$ cat src/rtl/rbt_pkg.sv
// ----------------------------------------------------------------------------
// rbt_pkg
// Shared types and constants for the record byte transposer.
// ----------------------------------------------------------------------------
package rbt_pkg;

  localparam int RBT_MAX_RECORD_BYTES = 64;
  localparam int RBT_MAX_RECORDS      = 64;

  localparam int CFG_IDX_W  = 2;
  localparam int CFG_DATA_W = 7;
  localparam int BYTE_W     = 8;

  localparam logic [CFG_IDX_W-1:0] CFG_RECORD_SIZE  = 2'd0;
  localparam logic [CFG_IDX_W-1:0] CFG_RECORD_COUNT = 2'd1;
  localparam logic [CFG_IDX_W-1:0] CFG_DIRECTION    = 2'd2;

  localparam logic OP_WRITE = 1'b0;
  localparam logic OP_READ  = 1'b1;

  localparam logic DIR_FORWARD = 1'b0;

  typedef enum logic {
    ST_IDLE,
    ST_FETCH
  } rbt_state_t;

  // commands from controller to datapath
  typedef struct packed {
    logic wr_req;    // write request accepted
    logic rd_req;    // read request accepted
    logic out_load;  // capture store data into output register
    logic cfg_we;    // configuration write
  } rbt_cmd_t;

endpackage

$ cat src/rtl/rbt_ctrl.sv
// ----------------------------------------------------------------------------
// rbt_ctrl
// Handshake control: accepts requests, sequences the store read and owns
// the output valid flag.
// ----------------------------------------------------------------------------
module rbt_ctrl
  import rbt_pkg::*;
(
  input  logic     clk,
  input  logic     rst_n,
  input  logic     in_valid,
  input  logic     in_op,
  output logic     in_stall,
  output logic     out_valid,
  input  logic     out_stall,
  input  logic     cfg_valid,
  output logic     cfg_ready,
  output rbt_cmd_t cmd
);

  rbt_state_t state_r, state_nxt;
  logic       out_valid_r, out_valid_nxt;
  logic       in_accept;

  assign in_accept = in_valid && !in_stall;

  always_comb begin
    state_nxt = state_r;
    case (state_r)
      ST_IDLE:  if (in_accept && in_op == OP_READ) state_nxt = ST_FETCH;
      ST_FETCH: state_nxt = ST_IDLE;
      default:  state_nxt = ST_IDLE;
    endcase
  end

  always_comb begin
    in_stall     = 1'b1;
    cfg_ready    = 1'b0;
    cmd.out_load = 1'b0;
    case (state_r)
      ST_IDLE: begin
        // output register must be free or draining this cycle;
        // an offered config write goes first
        in_stall  = (out_valid_r && out_stall) || cfg_valid;
        cfg_ready = 1'b1;
      end
      ST_FETCH: begin
        cmd.out_load = 1'b1;
      end
      default: begin
        in_stall = 1'b1;
      end
    endcase
    cmd.wr_req = in_accept && (in_op == OP_WRITE);
    cmd.rd_req = in_accept && (in_op == OP_READ);
    cmd.cfg_we = cfg_valid && cfg_ready;
  end

  always_comb begin
    out_valid_nxt = out_valid_r;
    if (cmd.out_load) begin
      out_valid_nxt = 1'b1;
    end else if (out_valid_r && !out_stall) begin
      out_valid_nxt = 1'b0;
    end
  end

  always_ff @(posedge clk) begin
    if (!rst_n) begin
      state_r     <= ST_IDLE;
      out_valid_r <= 1'b0;
    end else begin
      state_r     <= state_nxt;
      out_valid_r <= out_valid_nxt;
    end
  end

  assign out_valid = out_valid_r;

endmodule

$ cat config.mk
export PLATFORM = sky130hd
export DESIGN_NAME = rbt_ctrl
export DESIGN_NICKNAME = d
export VERILOG_FILES = /design/src/rtl/rbt_pkg.sv /design/src/rtl/rbt_ctrl.sv
export SDC_FILE = /design/constraint.sdc
export NUM_CORES = 1
export LEC_CHECK = 0
export BUFFER_PORTS_ARGS = -buffer_cell sky130_fd_sc_hd__buf_2
export CELL_PAD_IN_SITES_DETAIL_PLACEMENT = 0
export CELL_PAD_IN_SITES_GLOBAL_PLACEMENT = 2
export CORE_AREA = 2 2 39 41
export CTS_CLUSTER_DIAMETER = 100
export DETAILED_ROUTE_END_ITERATION = 6
export DIE_AREA = 0 0 41 43
export PLACE_DENSITY = 0.59
export SLEW_MARGIN = 25
export SYNTH_ARGS = -nofsm -noshare
export SYNTH_HDL_FRONTEND = slang
export SYNTH_SLANG_ARGS = --single-unit
$ cat constraint.sdc
create_clock -name clk -period 1.3 [get_ports clk]
set_clock_uncertainty 0.05 [all_clocks]
set_input_delay 0.13 -clock clk [delete_from_list [all_inputs] [get_ports clk]]
set_output_delay 0.13 -clock clk [all_outputs]
set_load 0.01 [all_outputs]
After elaboration in Yosys (flattened, before gate mapping)
Cells that the tools add are included. Widths: inputs -> output; s select.

Muxes and demuxes: 7. Bitwise logic cells: 2. Reduce and logical (&&, ||, !) cells: 10.

Operators by type and width (number): $logic_and 1x1->1 (6); $mux 1 (6); $logic_not 1->1 (2); $not 1->1 (2); $pmux 1 s2 (1); $reduce_bool 2->1 (1); $logic_or 1x1->1 (1).

Register bits: 2. Output and inout port bits: 7. Word-level logic and storage cells: 21.

Depth between registers and ports, before layout
Depth in word-level cells: 8. Mapped depth: 2. Depth with buffers taken out: 2.

Worst setup path before layout
No wires, ideal clock.

Path type: flip-flop to output port. Start: register out_valid_r (netlist: out_valid). End: output cmd[3] in the netlist's numbering. Arrival: 1.009 ns. Data required time: 1.120 ns. Path slack: 0.111 ns. Stages on the path, launching flop included: 3. Cell sequence: dfxtp_1 a211o_1 nor3b_1.

RTL lines: from (decl) (RTL line rbt_ctrl.sv:22) `logic out_valid_r, out_valid_nxt;`; from (signal assigned) (RTL line rbt_ctrl.sv:74) `out_valid_r <= out_valid_nxt;`; to (decl) (RTL line rbt_ctrl.sv:18) `output rbt_cmd_t cmd`.

==> results.tsv <==
stage	metric	value	unit
timing	Worst Max-Slew Pin Slew	0.1856	ns
logic_synthesis	Seq cells post-synth	2	
power_and_ir_drop	pwr/cell area	1015	nW/µm²
logic_synthesis	Synth Instances	13	
global_route	GR peak layer	met4	
route	final wirelength	389	µm
worst_setup_path	FF-to-FF path depth	3	
placement	IO buf count	12	
clock_network	Post-CTS Hold Buffers	0	
logic_synthesis	cell taking the most area after synthesis	dfxtp_1	
die	Die Y	43	µm
worst_setup_path	delay-heaviest family, CP	flip-flops	
global_route	number of global-route vias before repair	153	
clock_network	H-tree levels	1	
clock_network	CTS Sinks	2	
logic_synthesis	Synth Area in Simple Gates	35.29	%
global_route	met2 Use GR	5.000	%
die	Rows	14	
min_path	hold depth	3	
clock_network	clock latency on the worst-skew pair	0.22	ns
power_and_ir_drop	sw frac	22.82	%
global_route	first-pass GRT wire length	524	µm
clock_network	Root Buffer	clkbuf_4	
worst_setup_path	Crit Path Category	reg2out	
logic_synthesis	Synth Area in Compound Gates	12.94	%
layout	FF+latch area	41.29	µm²
clock_network	cts bufs inserted	3	
logic_synthesis	Synth async-reset ratio	0	%
worst_setup_path	crit-path max cell delay	0.30	ns
power_and_ir_drop	combinational share of power	18.9	%
timing	top achievable clock speed	762.1	MHz
route	Post-DRT Antenna Nets	0	
run	Max Cap Violations	0	
placement	DP Worst Slack	0.1645	ns
worst_setup_path	Worst setup EP type	output port	
power_and_ir_drop	sw power	0.05649	mW
die	# IOs	13	
logic_synthesis	syn avg cell area	8.181	µm²
layout	Finished Cell Area	244.0	µm²
timing	final hold violations	0	
logic_synthesis	Synth cell types	10	
worst_setup_path	Data arrival, critical path	1.13	ns
global_route	GRT met1 Usage	4.792	%
layout	layout net count	39	
logic_synthesis	Synth Area in Adders	0	%
logic_synthesis	Warnings, synthesis	0	
global_route	met3 Use GR	4.188	%
die	Initial Util	7.685	%
logic_synthesis	Post-Syn Area	106.4	µm²
worst_setup_path	Required @ worst endpoint	1.12	ns
layout	share of cells above drive strength 1	70.97	%
logic_synthesis	number of synthesized flops with an enable pin	0	
outcome	violated checks	setup timing	
clock_network	Clock Path Buffers	2	
timing	RSZ-0062 raised after global routing	true	
logic_synthesis	Synth area leaders	dfxtp_1 (38%), nor4_2 (12%), a211o_1 (8.2%), buf_4 (7.1%), inv_1 (7.1%)	
power_and_ir_drop	Internal	0.1911	mW
route	Via-to-Cell Ratio	3.298	
outcome	outcome	finished, violations left	
power_and_ir_drop	sequential share of power	26.0	%
min_path	worst hold path type	in2reg	
timing	Max-slew headroom	87.52	%
worst_setup_path	Crit-path slowest cell	dfxtp_2	
timing	min Tclk post-route	1.312	ns
timing	Slew Limit Fails	0	
timing	Tcrit/Tclk final	100.9	%
route	Wirelength per Cell	8.277	µm
worst_setup_path	Critical Path Stages	3	
global_route	pin count of the biggest net entering global routing	6	
power_and_ir_drop	Clk network pwr share	55.1	%
die	Die Span X	41	µm
global_route	initial antenna violation count	0	
layout	area of the multi-input gates	56.30	µm²
logic_synthesis	largest family of logic cells by synthesized area	simple AND/OR/NAND/NOR gates	
worst_setup_path	Crit Path Max Fanout	4	
route	via count	155	
power_and_ir_drop	peak supply drop	0.1974	mV
layout	# diodes	0	
logic_synthesis	Post-synth top flop	dfxtp_1	
worst_setup_path	worst path bufs/invs	1	
route	DRC viols	0	
logic_synthesis	most common library cells after synthesis	dfxtp_1 (2), inv_1 (2), nor2_1 (2)	
timing	setup violators final	1	
layout	Fillers	160	
logic_synthesis	mux share of post-synthesis cell area	0	%
global_route	grt ovf	0	
placement	DP Area	186.4	µm²
route	TritonRoute pass-1 iters	2	
layout	Layout Area Growth over Synthesis	129.4	%
logic_synthesis	post-synth top area share	37.65	%
clock_network	TritonCTS clock tree	built	
worst_setup_path	Critical Path Source Type	flip-flop	
logic_synthesis	Mapped Nets	19	
worst_setup_path	CP Cell Sequence	a211o_1, nor3b_2, buf_2	
timing	Setup WS post-layout	-0.01212	ns
clock_network	register clock-pin slew on the reported worst setup and hold paths	0.03	ns
route	violation count after the first detailed-route iteration	2	
placement	gp weighted congestion	0.6679	
die	Die ar.	1763	µm²
logic_synthesis	Post-Synth XOR/XNOR Area	0	%
logic_synthesis	Seq/Total Area, Yosys	37.65	%
power_and_ir_drop	Leak Pwr	0.1298	nW
power_and_ir_drop	Total Power	0.2476	mW
die	core area	1384	µm²
global_route	global-route usage over all layers	5.110	%
final timing paths:
path | from | to | slack [ns]
setup / recovery | out_valid$_SDFFE_PN0P_ | cmd[3] | -0.01
hold / removal | rst_n | out_valid$_SDFFE_PN0P_ | 0.12
setup reg to reg | out_valid$_SDFFE_PN0P_ | state_r$_SDFF_PP0_ | 0.21
hold reg to reg | state_r$_SDFF_PP0_ | state_r$_SDFF_PP0_ | 0.49
power by group through the flow:
| stage | registers [mW] | clock network (mW) | logic [mW] |
|---|---|---|---|
| finish | 0.0643 | 0.136 | 0.0469 |
| global route | 0.0644 | 0.146 | 0.0507 |
| CTS | 0.0645 | 0.145 | 0.0432 |
| detailed placement | 0.0652 | 0 | 0.0361 |
| global placement | 0.0651 | 0 | 0.0353 |
| floorplan | 0.0662 | 0 | 0.0165 |
per-layer routing:
metal	vias to the layer above	share of wire [%]
li1	80	-
met1	62	43
met2	13	34
met3	0	23
met4	0	0
met5	-	0
sequential cells by signal, indices dropped and copies added (netlist names):
name / flops
state_r: 1
out_valid: 1
area by class of cell:
class / count / area share (%)
timing repair buffer: 16 / 39.49
multi-input combinational: 8 / 23.08
sequential: 2 / 16.92
clock buffer: 3 / 9.231
tap: 16 / 8.205
inverter: 2 / 3.077
timing repair:
action	in CTS	in global routing
buffers inserted	2	1
resized for setup	2	1
pin swaps	2	1
endpoints found under the setup margin	1	3
stage by stage:
step | setup TNS, ns | cells | hold slack, ns | utilization, %
floorplan | 0 | 13 | 0.2247 | -
global placement | 0 | 41 | 0.3231 | 13.47
detailed placement | 0 | 41 | 0.3492 | 13.47
CTS | -0.1325 | 46 | 0.1122 | 16.64
global route | -0.06208 | 47 | 0.1334 | 17.63
finish | -0.01212 | 47 | 0.1156 | 17.63
kinds of logic after synthesis:
group	after synthesis
AO/OA/AOI/OAI	2
buffers and inverters	3
flip-flops	2
AND/OR/NAND/NOR	6
worst register-to-register path, cell delays in order, from the launching register on:
cell	delay (ns)
dfxtp_2	0.30
a211o_1	0.30
buf_4	0.15
nor4_2	0.19
cells in the final DEF, fill, tap and decap left out, types with 2 or more instances in the layout:
| cell | instances |
|---|---|
| clkbuf_4 | 3 |
| inv_1 | 2 |
| buf_2 | 11 |
| nor2_1 | 2 |
| buf_4 | 4 |
No activity file was read; power rests on OpenSTA's default activity.
